===== src/rtl/core/utfdec_pkg.sv =====
// shared types and constants for the utf-8 to utf-16 decoder
// no dependencies; imported by every module of the block
`default_nettype none

package utfdec_pkg;

  // byte class boundaries
  localparam logic [7:0] CONT_BASE  = 8'h80;
  localparam logic [7:0] LEAD2_BASE = 8'hC0;
  localparam logic [7:0] LEAD3_BASE = 8'hE0;
  localparam logic [7:0] LEAD4_BASE = 8'hF0;
  localparam logic [7:0] LEAD5_BASE = 8'hF8;
  localparam logic [7:0] LEAD6_BASE = 8'hFC;

  // supplementary plane handling
  localparam logic [31:0] SUPP_BASE  = 32'h0001_0000;
  localparam logic [31:0] SUPP_SPAN  = 32'h0010_0000;
  localparam logic [31:0] SUPP_LIMIT = SUPP_BASE + SUPP_SPAN;
  localparam logic [15:0] HI_SURR    = 16'hD800;
  localparam logic [15:0] LO_SURR    = 16'hDC00;

  localparam logic [15:0] COUNT_MAX  = 16'hFFFF;

  // most results one source byte can cause
  localparam int unsigned MAX_RES = 3;

  typedef struct packed {
    logic [7:0] byte_in;
    logic       end_of_source;
  } in_t;

  typedef struct packed {
    logic [15:0] unit;
    logic        unit_valid;
    logic        finished;
    logic        success;
    logic [15:0] unit_count;
    logic        last_of_run;
  } res_t;

  // all results of one byte, oldest in entry 0
  typedef struct packed {
    res_t [MAX_RES-1:0] ent;
    logic [1:0]         num;
  } bundle_t;

endpackage

`default_nettype wire


===== src/rtl/core/utf8_to_utf16_decoder_unit.sv =====
// an accepted byte waits in the input register until its results have room, then is
// decoded and its results loaded into the result register. throughput: one byte per
// cycle while each byte gives at most one result and out_stall is low; a byte with
// more results holds the input, as the single result register emits one per transaction.
// reset (synchronous, active low) clears the decode state and empties both registers.
`default_nettype none

module utf8_to_utf16_decoder_unit (
  input  wire logic             clk,
  input  wire logic             rst_n,
  input  wire logic             in_valid,
  output logic                  in_stall,
  input  wire utfdec_pkg::in_t  in_data,
  output logic                  out_valid,
  input  wire logic             out_stall,
  output utfdec_pkg::res_t      out_data
);
  import utfdec_pkg::*;

  logic    in_vld_r, in_vld_nxt;
  in_t     in_data_r;
  logic    adv;
  logic    accept;
  logic    can_load;
  bundle_t bundle;

  // the held byte is decoded once its results have room
  assign adv      = in_vld_r && ((bundle.num == 2'd0) || can_load);
  assign in_stall = in_vld_r && !adv;
  assign accept   = in_valid && !in_stall;

  always_comb begin
    if (accept) begin
      in_vld_nxt = 1'b1;
    end else if (adv) begin
      in_vld_nxt = 1'b0;
    end else begin
      in_vld_nxt = in_vld_r;
    end
  end

  // input register
  always_ff @(posedge clk) begin
    if (!rst_n) begin
      in_vld_r <= 1'b0;
    end else begin
      in_vld_r <= in_vld_nxt;
    end
  end

  always_ff @(posedge clk) begin
    if (accept) begin
      in_data_r <= in_data;
    end
  end

  utfdec_core u_core (
    .clk     (clk),
    .rst_n   (rst_n),
    .step_en (adv),
    .in_data (in_data_r),
    .bundle  (bundle)
  );

  utfdec_outq u_outq (
    .clk       (clk),
    .rst_n     (rst_n),
    .load      (adv && (bundle.num != 2'd0)),
    .bundle    (bundle),
    .can_load  (can_load),
    .out_valid (out_valid),
    .out_stall (out_stall),
    .out_data  (out_data)
  );

endmodule

`default_nettype wire


===== src/rtl/core/utfdec_core.sv =====
// decode state and single-pass byte decode into a bundle of results
// depends on utfdec_pkg
`default_nettype none

module utfdec_core (
  input  wire logic               clk,
  input  wire logic               rst_n,
  input  wire logic               step_en,
  input  wire utfdec_pkg::in_t    in_data,
  output utfdec_pkg::bundle_t     bundle
);
  import utfdec_pkg::*;

  logic [2:0]  pend_r, pend_nxt, pend_a;
  logic [31:0] acc_r, acc_nxt, acc_a;
  logic        halt_r, halt_nxt;
  logic [15:0] cnt_r, cnt_nxt;

  logic [7:0]  b;
  logic        eos;
  logic        is_cont;
  logic        pv_do;
  logic [31:0] pv_val;
  logic        ended_a;
  logic        ok_main;

  logic        pv_big;
  logic        pv_fail;
  logic [31:0] pv_off;
  logic [1:0]  units;
  logic [15:0] u0, u1;
  logic [15:0] c1, c2, cnt_after;
  logic        ended_all;
  logic        ok;
  res_t        res_u0, res_u1, res_end;

  assign b       = in_data.byte_in;
  assign eos     = in_data.end_of_source;
  assign is_cont = (b[7:6] == 2'b10);

  // byte decode: sequence tracking and the one value this byte may emit
  always_comb begin
    pend_a  = pend_r;
    acc_a   = acc_r;
    pv_do   = 1'b0;
    pv_val  = '0;
    ended_a = 1'b0;
    ok_main = 1'b1;
    if (!halt_r) begin
      if (pend_r == 3'd0) begin
        priority if (b == 8'h00) begin
          ended_a = 1'b1;
        end else if (b < CONT_BASE) begin
          pv_do  = 1'b1;
          pv_val = {24'b0, b};
        end else if (b < LEAD2_BASE) begin
          // stray continuation byte
          ended_a = 1'b1;
          ok_main = 1'b0;
        end else if (b < LEAD3_BASE) begin
          acc_a  = {24'b0, b - LEAD2_BASE};
          pend_a = 3'd1;
        end else if (b < LEAD4_BASE) begin
          acc_a  = {24'b0, b - LEAD3_BASE};
          pend_a = 3'd2;
        end else if (b < LEAD5_BASE) begin
          acc_a  = {24'b0, b - LEAD4_BASE};
          pend_a = 3'd3;
        end else if (b < LEAD6_BASE) begin
          acc_a  = {24'b0, b - LEAD5_BASE};
          pend_a = 3'd4;
        end else begin
          acc_a  = {24'b0, b - LEAD6_BASE};
          pend_a = 3'd5;
        end
      end else begin
        priority if (b == 8'h00) begin
          // nul inside a sequence flushes the partial value
          pend_a  = 3'd0;
          pv_do   = 1'b1;
          pv_val  = acc_r;
          ended_a = 1'b1;
        end else if (is_cont) begin
          acc_a  = {acc_r[25:0], b[5:0]};
          pend_a = pend_r - 3'd1;
          if (pend_a == 3'd0) begin
            pv_do  = 1'b1;
            pv_val = acc_a;
          end
        end else begin
          // interrupted sequence: byte dropped, partial value emitted
          pend_a = 3'd0;
          pv_do  = 1'b1;
          pv_val = acc_r;
        end
      end
      // end of source closes the string, flushing any partial value
      if (!ended_a && eos) begin
        if (pend_a != 3'd0) begin
          pend_a = 3'd0;
          pv_do  = 1'b1;
          pv_val = acc_a;
        end
        ended_a = 1'b1;
      end
    end
  end

  // value to code units, surrogate split above the basic plane
  assign pv_big  = (pv_val >= SUPP_BASE);
  assign pv_fail = pv_do && (pv_val >= SUPP_LIMIT);
  assign pv_off  = pv_val - SUPP_BASE;
  assign u0      = pv_big ? (HI_SURR + {6'b0, pv_off[19:10]}) : pv_val[15:0];
  assign u1      = LO_SURR + {6'b0, pv_off[9:0]};

  always_comb begin
    if (!pv_do || pv_fail) begin
      units = 2'd0;
    end else if (!pv_big) begin
      units = 2'd1;
    end else begin
      units = 2'd2;
    end
  end

  // saturating unit counts after each emitted unit
  assign c1 = (cnt_r == COUNT_MAX) ? cnt_r : cnt_r + 16'd1;
  assign c2 = (c1 == COUNT_MAX) ? c1 : c1 + 16'd1;

  always_comb begin
    unique case (units)
      2'd1:    cnt_after = c1;
      2'd2:    cnt_after = c2;
      default: cnt_after = cnt_r;
    endcase
  end

  assign ended_all = ended_a | pv_fail;
  assign ok        = ok_main & ~pv_fail;

  // result bundle in emission order
  always_comb begin
    res_u0  = '{unit: u0, unit_valid: 1'b1, finished: 1'b0, success: 1'b0,
                unit_count: c1, last_of_run: 1'b0};
    res_u1  = '{unit: u1, unit_valid: 1'b1, finished: 1'b0, success: 1'b0,
                unit_count: c2, last_of_run: 1'b0};
    res_end = '{unit: 16'h0000, unit_valid: 1'b0, finished: 1'b1, success: ok,
                unit_count: cnt_after, last_of_run: 1'b0};
    bundle.ent[0] = (units != 2'd0) ? res_u0 : res_end;
    bundle.ent[1] = (units == 2'd2) ? res_u1 : res_end;
    bundle.ent[2] = res_end;
    bundle.num    = units + {1'b0, ended_all};
  end

  // next state
  always_comb begin
    pend_nxt = pend_a;
    acc_nxt  = acc_a;
    halt_nxt = halt_r;
    cnt_nxt  = cnt_after;
    if (ended_all) begin
      pend_nxt = 3'd0;
      acc_nxt  = '0;
      halt_nxt = 1'b1;
    end
    // a marked byte after or at the end starts a fresh string
    if ((halt_r || ended_all) && eos) begin
      pend_nxt = 3'd0;
      acc_nxt  = '0;
      halt_nxt = 1'b0;
      cnt_nxt  = '0;
    end
  end

  // state registers
  always_ff @(posedge clk) begin
    if (!rst_n) begin
      pend_r <= 3'd0;
      acc_r  <= '0;
      halt_r <= 1'b0;
      cnt_r  <= '0;
    end else if (step_en) begin
      pend_r <= pend_nxt;
      acc_r  <= acc_nxt;
      halt_r <= halt_nxt;
      cnt_r  <= cnt_nxt;
    end
  end

endmodule

`default_nettype wire


===== src/rtl/core/utfdec_outq.sv =====
// result register holding one byte's bundle, emitted one result per transaction
// depends on utfdec_pkg
`default_nettype none

module utfdec_outq (
  input  wire logic                clk,
  input  wire logic                rst_n,
  input  wire logic                load,
  input  wire utfdec_pkg::bundle_t bundle,
  output logic                     can_load,
  output logic                     out_valid,
  input  wire logic                out_stall,
  output utfdec_pkg::res_t         out_data
);
  import utfdec_pkg::*;

  logic [1:0]           left_r, left_nxt;
  res_t [MAX_RES-1:0]   ent_r;
  logic                 take;

  assign out_valid = (left_r != 2'd0);
  assign take      = out_valid && !out_stall;
  // free now, or the last held result leaves this cycle
  assign can_load  = (left_r == 2'd0) || (take && (left_r == 2'd1));

  // head entry, last-of-run marked from the remaining count
  always_comb begin
    out_data             = ent_r[0];
    out_data.last_of_run = (left_r == 2'd1);
  end

  always_comb begin
    if (load) begin
      left_nxt = bundle.num;
    end else if (take) begin
      left_nxt = left_r - 2'd1;
    end else begin
      left_nxt = left_r;
    end
  end

  always_ff @(posedge clk) begin
    if (!rst_n) begin
      left_r <= 2'd0;
    end else begin
      left_r <= left_nxt;
    end
  end

  // payload: load a new bundle or shift towards the head
  always_ff @(posedge clk) begin
    if (load) begin
      ent_r <= bundle.ent;
    end else if (take) begin
      ent_r <= {res_t'('0), ent_r[2], ent_r[1]};
    end
  end

endmodule

`default_nettype wire


===== config.mk =====
export PLATFORM = sky130hd
export DESIGN_NAME = utf8_to_utf16_decoder_unit
export DESIGN_NICKNAME = d
export VERILOG_FILES = /design/src/rtl/core/utfdec_pkg.sv /design/src/rtl/core/utf8_to_utf16_decoder_unit.sv /design/src/rtl/core/utfdec_core.sv /design/src/rtl/core/utfdec_outq.sv
export SDC_FILE = /design/constraint.sdc
export NUM_CORES = 1
export LEC_CHECK = 0
export ABC_AREA = 1
export BUFFER_PORTS_ARGS = -buffer_cell sky130_fd_sc_hd__buf_2
export CAP_MARGIN = 20
export CORE_MARGIN = 1
export CORE_UTILIZATION = 55
export DETAILED_ROUTE_END_ITERATION = 6
export PLACE_DENSITY_LB_ADDON = 0.1
export SYNTH_ARGS = -nofsm -noshare
export SYNTH_HDL_FRONTEND = slang
export SYNTH_SLANG_ARGS = --single-unit

===== constraint.sdc =====
create_clock -name clk -period 9.6 [get_ports clk]
set_input_delay 1.44 -clock clk [delete_from_list [all_inputs] [get_ports clk]]
set_output_delay 1.44 -clock clk [all_outputs]
set_load 0.02 [all_outputs]

==> out/metrics.cfg <==
[place]
dp_worst_setup_slack_ns = 2.362
portBuffers = 50
place.gp.congestion = 0.9361
dp_hpwl_um = 18440

[min_path]
hold_class = reg -> reg
whs_path_depth = 2
holdPathEnd = u_core.acc_r[1]
min_from = u_core.acc_r[1]

[final_layout]
area_growth_pct = 5.496
final_layout_size_suffix_gt1_share_pct = 9.913
register_area_um2 = 3824
n_antenna_cell = 0
multi_input_area_um2 = 4758
fin_nets = 1403
fillers = 1643

[route]
wl_per_cell_um = 16.14
drc = 0
drt_iter0_markers = 1013
avgViaCountPerCell = 5.635
wl_um = 25940
drt-pass1-iter-count = 6
vias = 9055
drtAntennaViolNets = 0

[timing]
maxSlewViolCount = 0
setup_viol = 0
relSlewSlack_pct = 29.05
setup_tns_ns = 0
fin_crit_ns = 7.793
rsz0062_at_grt = false
post-route-period-util_pct = 81.18
fmax_mhz = 128.3
hold_viol_final = 0
fin_skew_ns = 0.009948
tightest_slew_ns = 1.064
fin_ws_ns = 1.807

[die]
start_util_pct = 56.53
pin_count = 51
rows = 48
core_um2 = 17360
chipHeight_um = 135.6
die_area_um2 = 18380
die_x_um = 135.6

[clocking]
cts_tree = done
cts.clk_slew.worst_paths_ns = 0.07
cts_resized = 0
h-tree-depth = 4
clock_sinks = 146
hold_buffers = 0
cts_root_buffer = clkbuf_16
numCtsBuffers = 17
worstSkewPairLatency_ns = 0.44
clockBufferDepth = 2
postCtsSetupBuffers = 0

[grt]
grt-ovfl-total = 0
antenna_found_initial = 0
grt_pass1_wl_um = 41390
grt_max_degree = 83
grt_use_total_pct = 29.05
first_global_vias = 7947

[synth]
netlist_area_um2 = 9812
synth.distinct_cells = 46
synth_flop_cell = edfxtp_1
synth_top_area_cell = edfxtp_1
synth_seq_cells = 146
synthArstFlopShare_pct = 0
synth_edf_count = 90
synth_cells = 1392
synthTopCellsByArea = edfxtp_1, nand2_1, dfxtp_1, nor2_1, inv_1
syn_nets = 1426
yosys-top-cells-count = nand2_1, nor2_1, inv_1
yosysMostFrequentCell = nand2_1
yosysSeqAreaShare_pct = 38.97
yosys_warnings = 0
synth.avg_cell_area_um2 = 7.049
yosysTopAreaCellShare_pct = 27.54

[critical_path]
endpoint_kind = output pin
r2r-start = in_data_r[8]
crit_required_ns = 8.16
crit_path_max_incr_delay_ns = 0.49
crit_top_cell = nand2_1
slowest_stage = edfxtp_1
r2r-end = u_outq.ent_r[54]
reg2reg_depth = 34
cp-start-kind = flop
critPathKind = reg -> out
cp_max_fo = 60
r2r_setup_slack_ns = 2.53
cp.arrival_ns = 6.35

[pwr]
vdd_drop_max_mv = 0.2832
leakage_nw = 4.655
power.density_nw_per_um2 = 270.5

[run_status]
status = completed

[run]
drv_cap = 0

[how the worst max path moves through the flow]
stage / start / cells after the start / endpoint / slack (ns)
after floorplan: in_data_r[8] / 29 / u_outq.ent_r[37] / 3.49
after global placement: in_data_r[8] / 33 / in_stall / 2.58
after detailed placement: in_data_r[8] / 33 / in_stall / 2.36
after CTS: in_data_r[8] / 33 / in_stall / 1.89
after global routing: in_data_r[8] / 33 / in_stall / 1.23
final: in_data_r[8] / 33 / in_stall / 1.81
[kinds of logic (layout without fill, tap and decap cells)]
group	count (synthesis)	in the layout	share of synthesized area, %
adders and majority gates	21	21	2.678
and+or+nand+nor	736	736	32.30
xor gates and xnor gates	12	12	1.071
DFF	146	146	38.97
AOI/OAI and AO/OA	222	222	12.37
buffers and inverters	255	245	12.61
[registers in the layout (all words and copies together), names as in the netlist]
| signal | cells |
|---|---|
| u_core.cnt_r | 16 |
| u_core.halt_r | 1 |
| u_core.pend_r | 3 |
| u_outq.out_data | 35 |
| u_core.acc_r | 32 |
| in_vld_r | 1 |
| u_outq.left_r | 2 |
| u_outq.ent_r | 47 |
| in_data_r | 9 |
[cell type report]
type                    instances  share of cell area (%)
multi-input cells             991                   45.97
flip-flops and latches        146                   36.94
inverters                     156                   5.681
clock buffers                  17                   4.110
repair buffers                 57                   3.046
well taps                     225                   2.720
clock inverters                15                   1.535
[cells in the final DEF (no fill, tap or decap), types with 2 or more instances in the layout]
cell type / synthesis / routed
inv_8: 0 / 4
xor2_1: 7 / 7
nor4_1: 2 / 2
buf_2: 18 / 50
inv_6: 0 / 6
nor2_1: 161 / 161
xnor2_1: 5 / 5
nand2_2: 4 / 4
o21ai_0: 72 / 72
nand4_1: 48 / 48
o31ai_1: 3 / 3
clkinv_1: 4 / 4
dfxtp_1: 56 / 56
clkinvlp_4: 0 / 3
nor2_4: 4 / 4
or2_2: 2 / 2
buf_4: 46 / 6
inv_2: 10 / 10
and3_1: 2 / 2
o22ai_1: 3 / 3
nor3_1: 12 / 12
o21a_1: 3 / 3
o21ai_1: 30 / 30
nand3_4: 3 / 3
ha_1: 21 / 21
inv_1: 141 / 141
nand2_1: 400 / 399
a21oi_1: 86 / 86
nand2_4: 4 / 5
clkbuf_16: 0 / 17
o21ai_2: 6 / 6
o211ai_1: 11 / 11
nand3_1: 84 / 84
edfxtp_1: 90 / 90
nor2_2: 4 / 4
a21oi_2: 4 / 4
[critical path: cells and delay by family (launching register included)]
| kind | cells | cell delay (ns) |
|---|---|---|
| simple gates | 19 | 2.87 |
| buf+inv | 10 | 1.52 |
| fa+ha+maj | 3 | 0.71 |
| flops | 1 | 0.49 |
| compound gates | 1 | 0.29 |
[stage by stage]
step	area [um2]	total power (W)	hold slack (ns)	utilization, %	std cells
floorplan	9812	0.001952	0.4410	-	1392
global placement	9747	0.002126	0.4497	56.16	1574
detailed placement	9747	0.002137	0.4544	56.16	1574
CTS	10330	0.002805	0.4643	59.52	1606
global route	10350	0.002973	0.4951	59.64	1607
finish	10350	0.002800	0.4607	59.64	1607
[per-layer routing]
metal / vias up / GRT usage (%) / part of all wire, %
met2: 356 / 44.95 / 45
met3: 34 / 4.527 / 6.7
met4: 0 / 9.363 / 1.6
met1: 4190 / 41.23 / 46
met5: - / 0 / 0
li1: 4475 / - / -
[where the power goes]
part           switching [W]  leakage, nW  internal, W
sequential         0.0000684         1.32     0.000937
combinational       0.000838         3.06     0.000285
clock               0.000304        0.280     0.000368
(Power assumes the default switching activity.)
